===== src/sv/hbpmd_pkg.sv =====
// shared types and constants of the h-bridge pwm motor driver
package hbpmd_pkg;

  localparam int unsigned DUTY_W      = 16;
  localparam int unsigned REG_W       = 16;
  localparam int unsigned ID_W        = 4;
  localparam int unsigned CMD_W       = 2;
  localparam int unsigned PIN_FIELD_W = 4;
  localparam int unsigned IN_DATA_W   = 24;
  localparam int unsigned OUT_DATA_W  = 16;

  localparam logic [REG_W-1:0] PERIOD_RESET    = 16'd1000;
  localparam logic [REG_W-1:0] DEAD_ZONE_RESET = 16'd0;

  typedef enum logic [CMD_W-1:0] {
    CMD_SET  = 2'd0,
    CMD_STOP = 2'd1,
    CMD_TICK = 2'd2
  } cmd_e;

  typedef enum logic [1:0] {
    MODE_LOW  = 2'd0,
    MODE_HIGH = 2'd1,
    MODE_PWM  = 2'd2
  } mode_e;

  typedef enum logic {
    REG_PERIOD    = 1'b0,
    REG_DEAD_ZONE = 1'b1
  } reg_idx_e;

  // decoded request broadcast to every motor channel
  typedef struct packed {
    logic              tick;
    logic              set;
    logic              stop;
    logic              brake;
    logic              negative;
    logic [DUTY_W-1:0] mag;
  } motor_req_t;

endpackage


===== src/sv/hbpmd_cmd_dec.sv =====
// input register and command decode: duty magnitude, dead zone, clamp, motor select
module hbpmd_cmd_dec #(
  parameter int unsigned MOTORS = 4
) (
  input  logic                           clk_i,
  input  logic                           rst_ni,
  input  logic                           in_valid_i,
  output logic                           in_ready_o,
  input  logic [hbpmd_pkg::CMD_W-1:0]    cmd_i,
  input  logic [hbpmd_pkg::ID_W-1:0]     motor_id_i,
  input  logic                           all_motors_i,
  input  logic [hbpmd_pkg::DUTY_W-1:0]   duty_i,
  input  logic                           brake_i,
  input  logic                           advance_i,
  input  logic [hbpmd_pkg::REG_W-1:0]    period_i,
  input  logic [hbpmd_pkg::REG_W-1:0]    dead_zone_i,
  output logic                           fire_o,
  output hbpmd_pkg::motor_req_t          req_o,
  output logic [MOTORS-1:0]              sel_o,
  output logic                           accepted_o
);
  import hbpmd_pkg::*;

  logic              valid_q;
  logic [CMD_W-1:0]  cmd_q;
  logic [ID_W-1:0]   motor_id_q;
  logic              all_q;
  logic [DUTY_W-1:0] duty_q;
  logic              brake_q;

  logic              negative;
  logic [DUTY_W-1:0] raw_mag;
  logic [DUTY_W:0]   sum;
  logic [DUTY_W-1:0] clamped;
  logic              id_ok;
  logic              addressed;

  assign in_ready_o = !valid_q || advance_i;
  assign fire_o     = valid_q && advance_i;

  always_ff @(posedge clk_i or negedge rst_ni) begin
    if (!rst_ni) begin
      valid_q <= 1'b0;
    end else if (in_valid_i && in_ready_o) begin
      valid_q <= 1'b1;
    end else if (advance_i) begin
      valid_q <= 1'b0;
    end
  end

  always_ff @(posedge clk_i) begin
    if (in_valid_i && in_ready_o) begin
      cmd_q      <= cmd_i;
      motor_id_q <= motor_id_i;
      all_q      <= all_motors_i;
      duty_q     <= duty_i;
      brake_q    <= brake_i;
    end
  end

  // magnitude plus dead zone, clamped to the period; zero stays zero
  always_comb begin
    negative = duty_q[DUTY_W-1];
    raw_mag  = negative ? (~duty_q + DUTY_W'(1)) : duty_q;
    sum      = {1'b0, raw_mag} + {1'b0, dead_zone_i};
    clamped  = (sum > {1'b0, period_i}) ? period_i : sum[DUTY_W-1:0];
  end

  assign id_ok     = (motor_id_q >= ID_W'(1)) && (motor_id_q <= ID_W'(MOTORS));
  assign addressed = all_q || id_ok;

  always_comb begin
    for (int m = 0; m < MOTORS; m++) begin
      sel_o[m] = all_q || (motor_id_q == ID_W'(m + 1));
    end
  end

  always_comb begin
    req_o          = '0;
    req_o.brake    = brake_q;
    req_o.negative = negative;
    req_o.mag      = (raw_mag == '0) ? '0 : clamped;
    accepted_o     = 1'b0;
    case (cmd_q)
      CMD_SET: begin
        req_o.set  = addressed;
        accepted_o = addressed;
      end
      CMD_STOP: begin
        req_o.stop = addressed;
        accepted_o = addressed;
      end
      CMD_TICK: begin
        req_o.tick = 1'b1;
        accepted_o = 1'b1;
      end
      default: begin
        accepted_o = 1'b0;
      end
    endcase
  end

endmodule


===== src/sv/hbpmd_motor.sv =====
// one motor channel: counter, shadow and active compares, pin modes
module hbpmd_motor #(
  parameter int unsigned COUNT_WIDTH = 16
) (
  input  logic                        clk_i,
  input  logic                        rst_ni,
  input  logic                        fire_i,
  input  logic                        sel_i,
  input  hbpmd_pkg::motor_req_t       req_i,
  input  logic [hbpmd_pkg::REG_W-1:0] period_i,
  output logic                        pin_a_o,
  output logic                        pin_b_o
);
  import hbpmd_pkg::*;

  localparam int unsigned CMP_W = (COUNT_WIDTH > DUTY_W) ? COUNT_WIDTH : DUTY_W;

  logic [COUNT_WIDTH-1:0] count_q, count_d;
  logic [DUTY_W-1:0]      shadow_a_q, shadow_a_d;
  logic [DUTY_W-1:0]      shadow_b_q, shadow_b_d;
  logic [DUTY_W-1:0]      active_a_q, active_a_d;
  logic [DUTY_W-1:0]      active_b_q, active_b_d;
  mode_e                  mode_a_q, mode_a_d;
  mode_e                  mode_b_q, mode_b_d;
  logic [COUNT_WIDTH-1:0] count_inc;
  logic [COUNT_WIDTH-1:0] count_next;

  function automatic logic pin_level(mode_e mode, logic [COUNT_WIDTH-1:0] count,
                                     logic [DUTY_W-1:0] cmp);
    logic level;
    case (mode)
      MODE_LOW:  level = 1'b0;
      MODE_HIGH: level = 1'b1;
      default:   level = CMP_W'(count) < CMP_W'(cmp);
    endcase
    return level;
  endfunction

  // counter wraps at the period or on overflow
  always_comb begin
    count_inc  = count_q + COUNT_WIDTH'(1);
    count_next = (CMP_W'(count_inc) >= CMP_W'(period_i)) ? '0 : count_inc;
  end

  always_comb begin
    count_d    = count_q;
    shadow_a_d = shadow_a_q;
    shadow_b_d = shadow_b_q;
    active_a_d = active_a_q;
    active_b_d = active_b_q;
    mode_a_d   = mode_a_q;
    mode_b_d   = mode_b_q;
    if (fire_i && req_i.tick) begin
      count_d = count_next;
      if (count_next == '0) begin
        active_a_d = shadow_a_q;
        active_b_d = shadow_b_q;
      end
    end
    if (fire_i && sel_i && req_i.set) begin
      if (req_i.mag == '0) begin
        mode_a_d = MODE_LOW;
        mode_b_d = MODE_LOW;
      end else if (!req_i.negative) begin
        shadow_a_d = req_i.mag;
        mode_a_d   = MODE_PWM;
        mode_b_d   = MODE_LOW;
      end else begin
        shadow_b_d = req_i.mag;
        mode_a_d   = MODE_LOW;
        mode_b_d   = MODE_PWM;
      end
    end
    if (fire_i && sel_i && req_i.stop) begin
      mode_a_d = req_i.brake ? MODE_HIGH : MODE_LOW;
      mode_b_d = req_i.brake ? MODE_HIGH : MODE_LOW;
    end
  end

  always_ff @(posedge clk_i or negedge rst_ni) begin
    if (!rst_ni) begin
      count_q    <= '0;
      shadow_a_q <= '0;
      shadow_b_q <= '0;
      active_a_q <= '0;
      active_b_q <= '0;
      mode_a_q   <= MODE_LOW;
      mode_b_q   <= MODE_LOW;
    end else begin
      count_q    <= count_d;
      shadow_a_q <= shadow_a_d;
      shadow_b_q <= shadow_b_d;
      active_a_q <= active_a_d;
      active_b_q <= active_b_d;
      mode_a_q   <= mode_a_d;
      mode_b_q   <= mode_b_d;
    end
  end

  // pin levels after this request's update
  assign pin_a_o = pin_level(mode_a_d, count_d, active_a_d);
  assign pin_b_o = pin_level(mode_b_d, count_d, active_b_d);

endmodule


===== src/sv/h_bridge_pwm_motor_driver_core.sv =====
// top level of the multi-motor h-bridge pwm driver
//
//   channel   direction  handshake                   payload
//   s_axis    in         s_axis_tvalid/s_axis_tready command requests
//   m_axis    out        m_axis_tvalid/m_axis_tready pin levels and accepted flag
//   cfg       in         cfg_we_i (no wait)          period and dead zone
//
// one request per cycle while m_axis is not stalled: the input
// register feeds decode, and the per-motor state registers update together
// with the result register
// reset: period 1000, dead zone 0, counters and compares 0, all pins low
// a stalled m_axis holds its result; one more request waits in the input
// register, then s_axis_tready drops
module h_bridge_pwm_motor_driver_core #(
  parameter int unsigned MOTORS      = 4,
  parameter int unsigned COUNT_WIDTH = 16
) (
  input  logic                                 clk_i,
  input  logic                                 rst_ni,
  input  logic                                 s_axis_tvalid,
  output logic                                 s_axis_tready,
  // motor_id[3:0], all_motors[4], duty[20:5], brake[21], zero pad[23:22]
  input  logic [hbpmd_pkg::IN_DATA_W-1:0]      s_axis_tdata,
  // command[1:0]
  input  logic [hbpmd_pkg::CMD_W-1:0]          s_axis_tuser,
  output logic                                 m_axis_tvalid,
  input  logic                                 m_axis_tready,
  // pins_a[3:0], pins_b[7:4], accepted[8], zero pad[15:9]
  output logic [hbpmd_pkg::OUT_DATA_W-1:0]     m_axis_tdata,
  input  logic                                 cfg_we_i,
  input  logic                                 cfg_idx_i,
  input  logic [hbpmd_pkg::REG_W-1:0]          cfg_data_i
);
  import hbpmd_pkg::*;

  logic [REG_W-1:0]       period_q;
  logic [REG_W-1:0]       dead_zone_q;
  logic                   advance;
  logic                   fire;
  motor_req_t             req;
  logic [MOTORS-1:0]      sel;
  logic                   accepted;
  logic [MOTORS-1:0]      pin_a;
  logic [MOTORS-1:0]      pin_b;
  logic [PIN_FIELD_W-1:0] pins_a_field;
  logic [PIN_FIELD_W-1:0] pins_b_field;
  logic                   out_valid_q;
  logic [OUT_DATA_W-1:0]  out_data_q;

  // configuration registers
  always_ff @(posedge clk_i or negedge rst_ni) begin
    if (!rst_ni) begin
      period_q    <= PERIOD_RESET;
      dead_zone_q <= DEAD_ZONE_RESET;
    end else if (cfg_we_i) begin
      case (cfg_idx_i)
        REG_PERIOD:    period_q    <= cfg_data_i;
        REG_DEAD_ZONE: dead_zone_q <= cfg_data_i;
        default:       period_q    <= period_q;
      endcase
    end
  end

  // the pipe moves whenever the result register is free or being drained
  assign advance = !out_valid_q || m_axis_tready;

  hbpmd_cmd_dec #(
    .MOTORS (MOTORS)
  ) u_cmd_dec (
    .clk_i        (clk_i),
    .rst_ni       (rst_ni),
    .in_valid_i   (s_axis_tvalid),
    .in_ready_o   (s_axis_tready),
    .cmd_i        (s_axis_tuser),
    .motor_id_i   (s_axis_tdata[3:0]),
    .all_motors_i (s_axis_tdata[4]),
    .duty_i       (s_axis_tdata[20:5]),
    .brake_i      (s_axis_tdata[21]),
    .advance_i    (advance),
    .period_i     (period_q),
    .dead_zone_i  (dead_zone_q),
    .fire_o       (fire),
    .req_o        (req),
    .sel_o        (sel),
    .accepted_o   (accepted)
  );

  for (genvar m = 0; m < MOTORS; m++) begin : g_motor
    hbpmd_motor #(
      .COUNT_WIDTH (COUNT_WIDTH)
    ) u_motor (
      .clk_i    (clk_i),
      .rst_ni   (rst_ni),
      .fire_i   (fire),
      .sel_i    (sel[m]),
      .req_i    (req),
      .period_i (period_q),
      .pin_a_o  (pin_a[m]),
      .pin_b_o  (pin_b[m])
    );
  end

  // only the first four motors show in the pin fields
  always_comb begin
    pins_a_field = '0;
    pins_b_field = '0;
    for (int i = 0; i < PIN_FIELD_W; i++) begin
      if (i < MOTORS) begin
        pins_a_field[i] = pin_a[i];
        pins_b_field[i] = pin_b[i];
      end
    end
  end

  // result register
  always_ff @(posedge clk_i or negedge rst_ni) begin
    if (!rst_ni) begin
      out_valid_q <= 1'b0;
    end else if (fire) begin
      out_valid_q <= 1'b1;
    end else if (m_axis_tready) begin
      out_valid_q <= 1'b0;
    end
  end

  always_ff @(posedge clk_i) begin
    if (fire) begin
      out_data_q <= {7'd0, accepted, pins_b_field, pins_a_field};
    end
  end

  assign m_axis_tvalid = out_valid_q;
  assign m_axis_tdata  = out_data_q;

endmodule


===== config.mk =====
export PLATFORM = sky130hd
export DESIGN_NAME = h_bridge_pwm_motor_driver_core
export DESIGN_NICKNAME = d
export VERILOG_FILES = /design/src/sv/hbpmd_pkg.sv /design/src/sv/hbpmd_cmd_dec.sv /design/src/sv/hbpmd_motor.sv /design/src/sv/h_bridge_pwm_motor_driver_core.sv
export SDC_FILE = /design/constraint.sdc
export NUM_CORES = 1
export LEC_CHECK = 0
export BUFFER_PORTS_ARGS = -buffer_cell sky130_fd_sc_hd__clkbuf_2
export CORE_ASPECT_RATIO = 1.2
export CORE_MARGIN = 5
export CORE_UTILIZATION = 25
export DETAILED_ROUTE_END_ITERATION = 8
export PLACE_DENSITY_LB_ADDON = 0.12
export SKIP_LAST_GASP = 1
export SYNTH_ARGS = -nofsm -noshare
export SYNTH_HDL_FRONTEND = slang
export SYNTH_HIERARCHICAL = 1
export SYNTH_SLANG_ARGS = --single-unit

===== constraint.sdc =====
create_clock -name clk_i -period 10.4 [get_ports clk_i]
set_clock_uncertainty 0.05 [all_clocks]
set_input_delay 2.08 -clock clk_i [delete_from_list [all_inputs] [get_ports clk_i]]
set_output_delay 2.08 -clock clk_i [all_outputs]
set_load 0.005 [all_outputs]

* Word level (Yosys, flattened, before mapping)
Cells that the tools add are included.
** Storage, ports and cells
- Register bits after elaboration :: 403
- Bits in latches :: 0
- RAM bits :: 0
- ROM bits :: 0
- Input bits :: 48
- Memories :: 0
** Cells by class
- $add $sub $neg :: 6
- $mul :: 0
- Divide/modulo/power cells :: 0
- Magnitude comparators :: 15
- Eq/ne operators :: 14
- Shift operators :: 0
- Multiplexer cells :: 64
- Bitwise gates (word level) :: 4
- Reduce and logical (&&, ||, !) cells :: 53
** Operators with widths (count)
- two-way mux 16 bit :: 27
- < comparator 16 bit :: 8
- logical NOT 16 bit :: 6
- adder 16 x 1 -> 16 bit, second input constant :: 5
- greater-or-equal comparator 16 bit :: 4
- two-way mux 2 bit :: 20
- AND reduction 3 bit :: 8
- equality test 2 x 1 -> 1 bit, second input constant :: 9
- logical NOT 2 bit :: 9
- case mux 1 bit (2 select lines) :: 9
- adder 16 x 16 -> 17 bit :: 1
- greater-than comparator 17 x 16 -> 1 bit :: 1
- logical AND 1 bit :: 16
- NOT 16 bit :: 1
- equality test 4 x 2 -> 1 bit, second input constant :: 2
- two-way mux 1 bit :: 8
- logical OR 1 bit :: 7
- equality test 4 x 1 -> 1 bit, second input constant :: 1
- equality test 4 x 3 -> 1 bit, second input constant :: 1
- greater-or-equal comparator 4 x 1 -> 1 bit, second input constant :: 1
- less-or-equal comparator 4 x 3 -> 1 bit, second input constant :: 1
- AND reduction 2 bit :: 2
- nonzero test 2 bit :: 2
- NOT 1 bit :: 3
- other kinds (3) :: 4

* Longest topological paths before layout
Gate-level depths: netlist of run 1.
- Depth in word-level cells :: 13
- Depth in mapped cells :: 32

* Cells and area by module
The synthesis of run 1 kept the hierarchy.
** By module, submodules not included
- hbpmd_motor (g_motor[2].u_motor ...) :: times used 2, cells an instance 480, area an instance 5001.0 um^2, sequential area each 2102.0 um^2
- hbpmd_motor (g_motor[1].u_motor) :: times used 1, cells an instance 483, area an instance 5033.6 um^2, sequential area each 2102.0 um^2
- hbpmd_motor (g_motor[0].u_motor) :: times used 1, cells an instance 473, area an instance 4976.0 um^2, sequential area each 2102.0 um^2
- hbpmd_cmd_dec :: times used 1, cells an instance 312, area an instance 2800.2 um^2, sequential area each 745.7 um^2
- h_bridge_pwm_motor_driver_core :: times used 1, cells an instance 89, area an instance 1624.1 um^2, sequential area each 1103.6 um^2

* Worst setup path after synthesis of run 1
No wires, ideal clock.
- Path type :: register to register
- Start point :: register u_cmd_dec.duty_q[0]
- End point :: register out_data_q[1], in the netlist m_axis_tdata[1], data pin
- Setup time :: 256 ps
- Arrival :: 6964 ps
- Required time :: 10094 ps
- Slack :: 3130 ps
- Cell stages (with the launch flop) :: 30
- Buffers on the path :: 3
- Period minus slack after synthesis :: 7270 ps
- Cells stage by stage :: edfxtp_1 > inv_1 > ha_1 > or3b_2 > or4_1 > o31ai_1 > xnor2_1 > ha_1 > clkbuf_1 > and3_1 > and2_1 > a221oi_1 > xor2_1 > inv_1 > ha_1 > nand4_1 > nor4_1 > nor2_1 > a221oi_1 > buf_6 > dlygate4sd1_1 > nor2_1 > a211oi_1 > nor4_1 > and4_1 > o31ai_1 > a21oi_1 > a311o_1 > o21a_1 > a41o_1
** RTL lines
- from (decl) :: RTL line hbpmd_cmd_dec.sv:28 : logic [DUTY_W-1:0] duty_q;
- from (signal assigned) :: RTL line hbpmd_cmd_dec.sv:56 : duty_q <= duty_i;
- to (signal assigned) :: RTL line h_bridge_pwm_motor_driver_core.sv:128 : out_data_q <= {7'd0, accepted, pins_b_field, pins_a_field};
- to (decl) :: RTL line h_bridge_pwm_motor_driver_core.sv:48 : logic [OUT_DATA_W-1:0] out_data_q;

==> out/qor.csv, run 1 <==
metric,value,unit
final setup violating endpoints,0,
"slowest stage delay, CP",870,ps
maxcap violations,0,
most used cell along the critical path,ha_1,
Core ar.,96970,sq um
TritonCTS clock tree,done,
PD cells,234.9,nW/um^2
final hold violations,0,
"CTS clk-pin slew, worst paths",60,ps
syn avg cell area,10.55,sq um
library cells used by synthesis,91,
register area share after synthesis,41.98,%
WS Path Type,reg -> reg,
Synthesis Warnings,6,
detailed-route wire length,74920,microns
status,finished clean,
worst hold path class,reg -> reg,
Sw Ratio,37.75,%
sequential cell area,10260,sq um
"Clk Latency, worst-skew pair",610,ps
Total GRT Usage,14.22,%
worst hold path depth,2,
multi-input combinational cell area,12720,sq um
cell area after synthesis,24440,sq um
max-slew violations,0,
"Data arrival, critical path",8820,ps
IO Pins,66,
top_reg_cell synth,dfrtp_1,
Comb pwr share,36.6,%
post-synthesis xor/xnor area fraction,2.939,%
setup TNS,0,ps
Root Driver,clkbuf_16,
Crit path max-delay family,compound AO/OA/AOI/OAI gates,
"antenna viol nets, final",0,
Vias/cell,4.780,
CTS Buffer Depth,3,
sequential share of power,36.3,%
P_sw,2.453,mW
initial antenna violation count,3,
Synth Area in Simple Gates,12.21,%
Reg2Reg Setup Slack,1880,ps
RSZ-0062 raised after global routing,no,
area grow syn2layout,13.22,%
grt ovf,0,
reg2reg end,m_axis_tdata[1]$_DFFE_PP_,
layout cells sized above 1,18.22,%
Rows,125,
Worst setup startpoint,u_cmd_dec/duty_q[0]$_DFFE_PP_,
initial core utilization,25.20,%
Remaining DRCs,0,
"EDFF count, synth",33,
Post-CTS Setup Repair Bufs,0,
#FFs+latches synth,403,
fin crit period,8521,ps
WL per Instance,20.36,microns
die footprint,104100,sq um
worst hold start,g_motor[0].u_motor/active_b_q[15]$_DFF_PN0_,
first-pass GRT wire length,114700,microns
CP startpoint kind,flip-flop,
Clock Sinks,403,
vias in the first global route,18250,
Post-Route Utilization,28.53,%
PortBufs,56,
Synth Area in Compound Gates,11.13,%
Critical Path RT,10700,ps
cts bufs inserted,48,
fin nets,2644,
final-layout fill cell count,10110,
mux contribution to synthesized area,13.99,%
combinational family with the most area after synthesis,multiplexers,
Placer Congestion,0.8256,
Resize count post-CTS,0,
leakage power,13.77,nW
largest net degree at the start of global routing,160,
Max VDD drop,115.3,uV
P_int,4.045,mW
Clk pwr share,27.1,%
cell count of the worst reg-to-reg path,28,
Final Cycle Share,81.94,%
CP bufs+invs,4,
CP max-delay cell,a211oi_2,
TritonRoute pass-1 iters,4,
Post-Synthesis Cells,2317,
Critical Path Sink Type,flip-flop,
chip width,295.4,microns
Synth Area in Adders,11.60,%
"Hold-fix buffers, CTS",0,
Worst Hold Endpoint,g_motor[0].u_motor/active_b_q[15]$_DFF_PN0_,
Max Freq,117.4,MHz
DRT iter0 DRCs,835,
dpl hpwl,53640,microns
origin of the critical flop-to-flop path,u_cmd_dec/duty_q[0]$_DFFE_PP_,
Vert. Die Dim,352.5,microns
vias,17590,
slew margin rel.,20.95,%
Async SR Flop Fraction,91.81,%
H-tree lvl count,2,
"Max FO, Critical Path",18,
Least-Margin Pin Slew,1182,ps
## cells by family (layout without fill, tap and decap cells)
logic type | count (synthesis) | after routing
AOI/OAI and AO/OA | 415 | 415
xor gates and xnor gates | 82 | 82
adders and majority gates | 226 | 226
buffers and inverters | 329 | 415
DFF | 403 | 403
muxes | 308 | 308
other | 1 | 8
and+or+nand+nor | 553 | 553
## power groups by stage
stage | clock network, mW | registers, mW | logic [mW]
after global routing | 1.89 | 2.42 | 2.65
after floorplan | 0 | 2.23 | 1.58
after CTS | 1.84 | 2.37 | 2.43
after detailed placement | 0 | 2.40 | 2.42
final | 1.76 | 2.36 | 2.38
after global placement | 0 | 2.38 | 2.37
## how the worst max path moves through the flow
stage	slack [ps]	cells after the start	endpoint
floorplan	3130	29	m_axis_tdata[1]$_DFFE_PP_
global placement	1930	27	m_axis_tdata[0]$_DFFE_PP_
detailed placement	1870	27	m_axis_tdata[0]$_DFFE_PP_
CTS	1820	27	m_axis_tdata[0]$_DFFE_PP_
global route	1470	26	g_motor[3].u_motor/shadow_b_q[13]$_DFFE_PN0P_
finish	1880	28	m_axis_tdata[1]$_DFFE_PP_
## per-stage QoR
stage | instances | total power, mW | worst slack, ps | hold WS, ps | instance area, sq um
floorplan | 2323 | 3.815 | 3130 | 391.7 | 24460
global placement | 3590 | 4.746 | 1932 | 419.0 | 26020
detailed placement | 3590 | 4.818 | 1873 | 428.0 | 26020
CTS | 3679 | 6.634 | 1823 | 441.7 | 27660
global route | 3679 | 6.961 | 1468 | 457.9 | 27660
finish | 3680 | 6.498 | 1879 | 432.4 | 27670
## cells in the final DEF, fill, tap and decap left out, types with 33 or more instances in the layout
cell       synthesis  final
a21oi_1           79     79
buf_4             20     36
clkbuf_16          0     50
clkbuf_2           0     55
dfrtp_1          364    364
edfxtp_1          33     33
ha_1             225    225
inv_1            212    212
mux2_2           157    157
mux2i_1          118    118
nand2_1          161    161
nand2b_1          36     36
nand3_1           42     42
nand4_1           67     67
nor2_1            90     90
nor4_1            37     37
o21ai_0          142    142
xnor2_1           49     49
xor2_1            33     33
## synthesized netlist by cell type (all sizes together), types with 49 or more instances
cell type  count  share of area, %
o21ai        144               2.9
nor2          91               1.4
xnor2         49               1.8
buf           59               1.9
a21oi         80               1.7
mux2         170               8.0
ha           225                12
nand3         49               1.2
inv          233               3.6
dfrtp        364                37
nand4         71               2.0
mux2i        138               6.0
nand2        162               2.5
## sequential cells by signal, indices dropped and copies added (netlist names), 4 cells and up
signal                      count
g_motor.u_motor/shadow_a_q     64
g_motor.u_motor/mode_a_q        8
g_motor.u_motor/active_b_q     64
g_motor.u_motor/mode_b_q        8
dead_zone_q                    16
u_cmd_dec/motor_id_q            4
g_motor.u_motor/count_q        64
g_motor.u_motor/shadow_b_q     64
u_cmd_dec/duty_q               16
m_axis_tdata                    9
g_motor.u_motor/active_a_q     64
period_q                       16
## layer usage
layer	GRT usage, %	part of all wire (%)	vias to the layer above
met5	0	0	-
met3	1.845	2.7	93
met1	18.09	44	8836
met2	25.24	50	244
li1	-	-	8418
met4	3.949	2.7	0
## area by class of cell
| cell class | count | area share [%] |
|---|---|---|
| Inverter | 233 | 3.161 |
| Clock buffer | 74 | 5.210 |
| Timing Repair Buffer | 93 | 2.099 |
| Multi-Input combinational cell | 1591 | 45.97 |
| Antenna cell | 1 | 0.009045 |
| Tap cell | 1270 | 5.744 |
| Clock inverter | 15 | 0.7281 |
| Sequential cell | 403 | 37.08 |
## worst register-to-register path, delay by kind of cell (launching register included)
family	cells	cell delay (ps)
AO/OA/AOI/OAI	9	3350
adder cells (fa/ha/maj)	3	840
flip-flops	1	470
buffers and inverters	4	860
XOR/XNOR	2	470
AND/OR/NAND/NOR	10	2230
No activity file was read; power rests on OpenSTA's default activity.
==> run 2: changes to the inputs <==
==> constraint.sdc (replaced) <==
create_clock -name clk_i -period 6.98 [get_ports clk_i]
set_clock_uncertainty 0.05 [all_clocks]
set_input_delay 1.396 -clock clk_i [delete_from_list [all_inputs] [get_ports clk_i]]
set_output_delay 1.396 -clock clk_i [all_outputs]
set_load 0.005 [all_outputs]
==> run 2 against run 1 <==
  * Cell count is 3.1% higher
  * First-iteration DRC count is 11% higher
  * Non-clock buffer count grew 116
  * Worst setup slack lost 1900 ps
  * Via count rose by 3.0%
  * Clock-buffer cell count down 2
  * Sequential share of layout area decreased by 1.8 points
  * Sequential cell count did not move
  * Largest power group unchanged
==> out/qor.csv, run 2 (same netlist as run 1, synthesis figures left out) <==
metric,value,unit,change
WS Path Type,reg -> reg,,
worst hold path depth,2,,unchanged
max-slew violations,0,,unchanged
Placer Congestion,0.8329,,+0.88%
"Hold-fix buffers, CTS",0,,unchanged
Critical Path Sink Type,flip-flop,,
"Data arrival, critical path",7260,ps,-1560 ps
Least-Margin Pin Slew,1377,ps,+194.3 ps
layout cells sized above 1,24.30,%,+6.1 points
Non-Filler Instances,3795,,+3.1%
setup TNS,0,ps,unchanged
Core ar.,96970,sq um,unchanged
leakage power,14.45,nW,+4.9%
Crit path max-delay family,simple AND/OR/NAND/NOR gates,,
"Clk Latency, worst-skew pair",600,ps,about the same
first-pass GRT wire length,114900,microns,+0.16%
maxcap violations,0,,unchanged
"antenna viol nets, final",0,,unchanged
vias in the first global route,18540,,+1.6%
Final Worst Setup Slack,10.14,ps,-1868 ps
"most common cell after layout, fill and taps aside",dfrtp_1,,
CP bufs+invs,9,,+5
"Max FO, Critical Path",8,,-10
chip width,295.4,microns,unchanged
final hold violations,0,,unchanged
Vert. Die Dim,352.5,microns,unchanged
area grow syn2layout,18.91,%,
DRT iter0 DRCs,929,,+11%
Reg2Reg Setup Slack,10,ps,-1870 ps
Final Cycle Share,99.85,%,+18 points
Final Cell Area,29060,sq um,+5.0%
dpl hpwl,55970,microns,+4.3%
fin crit period,6970,ps,-1552 ps
Hold Slack,440.0,ps,+7.659 ps
"Cell Area, Placed",26880,sq um,+3.3%
cell count of the worst reg-to-reg path,31,,+11%
Max VDD drop,182.3,uV,+58%
origin of the critical flop-to-flop path,u_cmd_dec/duty_q[0]$_DFFE_PP_,,
Clock Sinks,403,,unchanged
detailed-route wire length,75420,microns,+0.66%
slew margin rel.,7.920,%,-13 points
"CTS clk-pin slew, worst paths",60,ps,about the same
fin nets,2760,,+4.4%
CP startpoint kind,flip-flop,,
final setup violating endpoints,0,,unchanged
vias,18120,,+3.0%
Remaining DRCs,0,,unchanged
RSZ-0062 raised after global routing,yes,,
worst hold path class,reg -> reg,,
Worst Hold Endpoint,g_motor[1].u_motor/active_a_q[15]$_DFF_PN0_,,
Vias/cell,4.774,,-0.13%
cts bufs inserted,48,,unchanged
initial core utilization,25.20,%,unchanged
CTS Buffer Depth,3,,unchanged
Critical Path RT,7270,ps,-3430 ps
status,finished clean,,
Max Freq,143.5,MHz,+22%
WL per Instance,19.87,microns,-2.4%
PD cells,353.2,nW/um^2,+50%
dpl ws,-150.6,ps,-2023 ps
TritonCTS clock tree,done,,
largest net degree at the start of global routing,136,,-15%
die footprint,104100,sq um,unchanged
most frequent cells in the layout,"dfrtp_1, ha_1, inv_1",,
H-tree lvl count,2,,unchanged
Rows,125,,unchanged
Total GRT Usage,14.23,%,about the same
"slowest stage delay, CP",530,ps,-340 ps
IO Pins,66,,unchanged
PortBufs,56,,unchanged
reg2reg end,m_axis_tdata[5]$_DFFE_PP_,,
TritonRoute pass-1 iters,5,,+1
Root Driver,clkbuf_16,,
grt ovf,0,,unchanged
worst hold start,g_motor[1].u_motor/active_a_q[15]$_DFF_PN0_,,
CP max-delay cell,or4b_4,,
dpl cells,3685,,+2.6%
initial antenna violation count,6,,+3
[run 2: how the worst max path moves through the flow]
stage	startpoint	end	slack [ps]	depth (start not counted)
3_3_place_gp	u_cmd_dec/duty_q[1]$_DFFE_PP_	m_axis_tdata[0]$_DFFE_PP_	-240	31
2_1_floorplan	u_cmd_dec/duty_q[0]$_DFFE_PP_	m_axis_tdata[1]$_DFFE_PP_	30	29
5_1_grt	u_cmd_dec/duty_q[0]$_DFFE_PP_	m_axis_tdata[5]$_DFFE_PP_	-340	30
3_5_place_dp	u_cmd_dec/duty_q[1]$_DFFE_PP_	m_axis_tdata[0]$_DFFE_PP_	-150	28
6_report	u_cmd_dec/duty_q[0]$_DFFE_PP_	m_axis_tdata[5]$_DFFE_PP_	10	31
4_1_cts	u_cmd_dec/duty_q[1]$_DFFE_PP_	m_axis_tdata[0]$_DFFE_PP_	-60	28
[run 2: layout make-up]
type | instances | area, sq um
Clock buffer | 72 | 1383
Multi-Input combinational cell | 1591 | 13100
Sequential cell | 403 | 10260
Fill cell | 10070 | 67910
Inverter | 233 | 874.6
Timing Repair Buffer | 209 | 1624
Antenna cell | 2 | 5.005
Tap cell | 1270 | 1589
Clock inverter | 15 | 229.0
[run 2: repair_timing]
action,4_1_cts,5_1_grt
pin swaps,0,38
setup endpoints to repair,8,136
gates cloned,0,2
setup buffers,0,21
gates resized for setup,10,85
[run 2: metrics by stage]
stage	utilization (%)	power [mW]
after detailed placement	27.72	7.394
final	29.97	10.26
after global routing	29.96	10.97
after CTS	29.41	10.12
after global placement	27.72	7.311
after floorplan	-	5.703
[run 2: power by group]
part           total [mW]  switching (mW)  internal, mW
Sequential           3.50           0.457          3.04
Combinational        4.14            2.28          1.86
Clock                2.62            1.04          1.58
[run 2: worst register-to-register path: cells and delay by family, from the launching register on]
kind                       cells  cell delay [ps]
adders and majority gates      2              610
AOI/OAI and AO/OA              9             1710
muxes                          1              200
DFF                            1              400
buffers and inverters          9             1130
and+or+nand+nor                8             2300
xor gates and xnor gates       2              290
[run 2: layer usage]
layer,GRT usage (%),wire length [microns],vias to the layer above
li1,-,-,8642
met1,18.42,33380,9087
met2,25.09,37920,286
met3,1.669,2127,103
met4,3.752,1988,0
met5,0,0,-
==> run 3: changes to the inputs <==
--- a/config.mk
+++ b/config.mk
@@ -10,6 +10,7 @@
 export CORE_MARGIN = 5
 export CORE_UTILIZATION = 25
 export DETAILED_ROUTE_END_ITERATION = 8
+export GPL_TIMING_DRIVEN = 0
 export PLACE_DENSITY_LB_ADDON = 0.12
 export SKIP_LAST_GASP = 1
 export SYNTH_ARGS = -nofsm -noshare
==> run 3 against run 2 <==
  * The flow now finishes with violations (setup timing)
  * Worst hold slack got worse by 5.7 ps
  * Clock power up 8.0%
  * Global-route usage rose by 0.41 points
  * Fmax down 1.8%
  * Combinational power is 13% higher
  * Total power up 7.0%
  * Sequential share of layout area down 1.0 points
  * First-iteration DRC count fell by 1.7%
  * Cell count rose by 0.95%
  * Critical path type unchanged
  * Largest power group unchanged
==> out/qor.csv, run 3 (same netlist as run 1, synthesis figures left out) <==
metric,value,unit,change
Final Cell Area,29920,sq um,+3.0%
grt ovf,0,,unchanged
fin nets,2793,,+1.2%
Vert. Die Dim,352.5,microns,unchanged
layout cells sized above 1,25.87,%,+1.6 points
Vias/cell,4.758,,-0.34%
slew margin rel.,16.20,%,+8.3 points
"Cell Area, Placed",26830,sq um,-0.20%
CP startpoint kind,flip-flop,,
Critical Path Sink Type,flip-flop,,
TritonCTS clock tree,done,,
fin crit period,7099,ps,+129.0 ps
"Data arrival, critical path",7460,ps,+200 ps
"slowest stage delay, CP",540,ps,about the same
"Hold-fix buffers, CTS",0,,unchanged
Overall Power,10.98,mW,+7.0%
CP max-delay cell,or4_4,,
maxcap violations,0,,unchanged
Least-Margin Pin Slew,1252,ps,-124.3 ps
initial antenna violation count,2,,-4
initial core utilization,25.20,%,unchanged
final-layout fill cell count,9957,,-1.2%
CTS Buffer Depth,3,,unchanged
Post-Route Utilization,30.86,%,+0.89 points
worst hold path class,reg -> reg,,
TritonRoute pass-1 iters,5,,unchanged
chip width,295.4,microns,unchanged
area grow syn2layout,22.44,%,
Max Freq,140.9,MHz,-1.8%
dpl ws,-2325,ps,-2175 ps
dpl hpwl,56710,microns,+1.3%
Placer Congestion,0.8292,,-0.44%
Final Worst Setup Slack,-118.8,ps,-129.0 ps
Critical Path RT,7340,ps,+70 ps
"most common cell after layout, fill and taps aside",dfrtp_1,,
DRT iter0 DRCs,913,,-1.7%
IO Pins,66,,unchanged
PD cells,367.1,nW/um^2,+3.9%
cts bufs inserted,48,,unchanged
WS Path Type,reg -> reg,,
final setup violating endpoints,4,,+4
vias,18230,,+0.61%
Root Driver,clkbuf_16,,
die footprint,104100,sq um,unchanged
Remaining DRCs,0,,unchanged
first-pass GRT wire length,117600,microns,+2.4%
Max VDD drop,220.0,uV,+21%
"Max FO, Critical Path",5,,-3
largest net degree at the start of global routing,105,,-23%
Total GRT Usage,14.63,%,+0.41 points
detailed-route wire length,77900,microns,+3.3%
status,"finished, violations left",,
"CTS clk-pin slew, worst paths",60,ps,about the same
leakage power,14.76,nW,+2.2%
RSZ-0062 raised after global routing,yes,,
H-tree lvl count,2,,unchanged
Final Cycle Share,101.7,%,+1.8 points
vias in the first global route,18760,,+1.2%
max-slew violations,0,,unchanged
Core ar.,96970,sq um,unchanged
most frequent cells in the layout,"dfrtp_1, ha_1, inv_1",,
PortBufs,56,,unchanged
failing checks,setup timing,,
"antenna viol nets, final",0,,unchanged
"Clk Latency, worst-skew pair",600,ps,about the same
final hold violations,0,,unchanged
WL per Instance,20.33,microns,+2.3%
Clock Sinks,403,,unchanged
Rows,125,,unchanged
[run 3: where the power goes]
group / leakage (nW) / total [mW] / internal, mW / switching (mW)
combinational: 8.69 / 4.69 / 2.11 / 2.58
sequential: 5.19 / 3.46 / 3.04 / 0.423
clock: 0.880 / 2.83 / 1.76 / 1.07
[run 3: worst paths after layout]
kind | from | endpoint | slack, ps | depth (start not counted)
setup reg to reg | u_cmd_dec/duty_q[1]$_DFFE_PP_ | m_axis_tdata[0]$_DFFE_PP_ | -120 | 30
hold / removal | g_motor[1].u_motor/active_a_q[1]$_DFF_PN0_ | g_motor[1].u_motor/active_a_q[1]$_DFF_PN0_ | 430 | 2
setup / recovery | u_cmd_dec/duty_q[1]$_DFFE_PP_ | m_axis_tdata[0]$_DFFE_PP_ | -120 | 30
min in group asynchronous | rst_ni | g_motor[3].u_motor/shadow_a_q[8]$_DFFE_PN0P_ | 740 | 1
hold reg to reg | g_motor[1].u_motor/active_a_q[1]$_DFF_PN0_ | g_motor[1].u_motor/active_a_q[1]$_DFF_PN0_ | 430 | 2
max in group asynchronous | rst_ni | g_motor[1].u_motor/shadow_a_q[1]$_DFFE_PN0P_ | 4650 | 3
[run 3: final cells by class]
type / count / area (sq um) / share of cell area (%)
buffer: 95 / 681.9 / 2.279
clock buffer: 65 / 1419 / 4.742
antenna: 2 / 5.005 / 0.01673
sequential: 403 / 10260 / 34.28
clock inverter: 25 / 376.6 / 1.259
timing repair buffer: 147 / 1313 / 4.387
tap: 1270 / 1589 / 5.311
inverter: 233 / 874.6 / 2.923
multi-input combinational: 1591 / 13400 / 44.80
[run 3: worst max-delay path, delay by kind of cell (launching register included)]
family | cells | cell delay [ps]
AND/OR/NAND/NOR | 11 | 2080
adder cells (fa/ha/maj) | 3 | 740
AO/OA/AOI/OAI | 8 | 2420
flip-flops | 1 | 440
buffers and inverters | 6 | 790
XOR/XNOR | 2 | 380
[run 3: per-stage QoR]
stage | TNS [ps] | hold slack [ps] | instances
floorplan | 0 | 391.7 | 2323
global placement | -1829310 | 417.4 | 3649
detailed placement | -218630 | 427.6 | 3671
CTS | -230.9 | 441.4 | 3799
global route | -9308 | 446.3 | 3829
finish | -355.6 | 434.3 | 3831
[run 3: what timing repair did]
action / in CTS / in global routing
gates cloned: 0 / 1
endpoints found under the hold margin: 0 / 0
buffers inserted: 39 / 29
pin swaps: 27 / 54
setup endpoints to repair: 144 / 130
gates resized for setup: 94 / 79
[run 3: per-layer routing]
metal / GRT usage [%] / part of all wire, % / vias up / wire length (microns)
met5: 0 / 0 / - / 0
met4: 4.221 / 3.0 / 0 / 2347
met3: 1.726 / 2.6 / 112 / 2013
met2: 26.52 / 51 / 296 / 39830
met1: 18.19 / 43 / 9095 / 33710
li1: - / - / 8725 / -
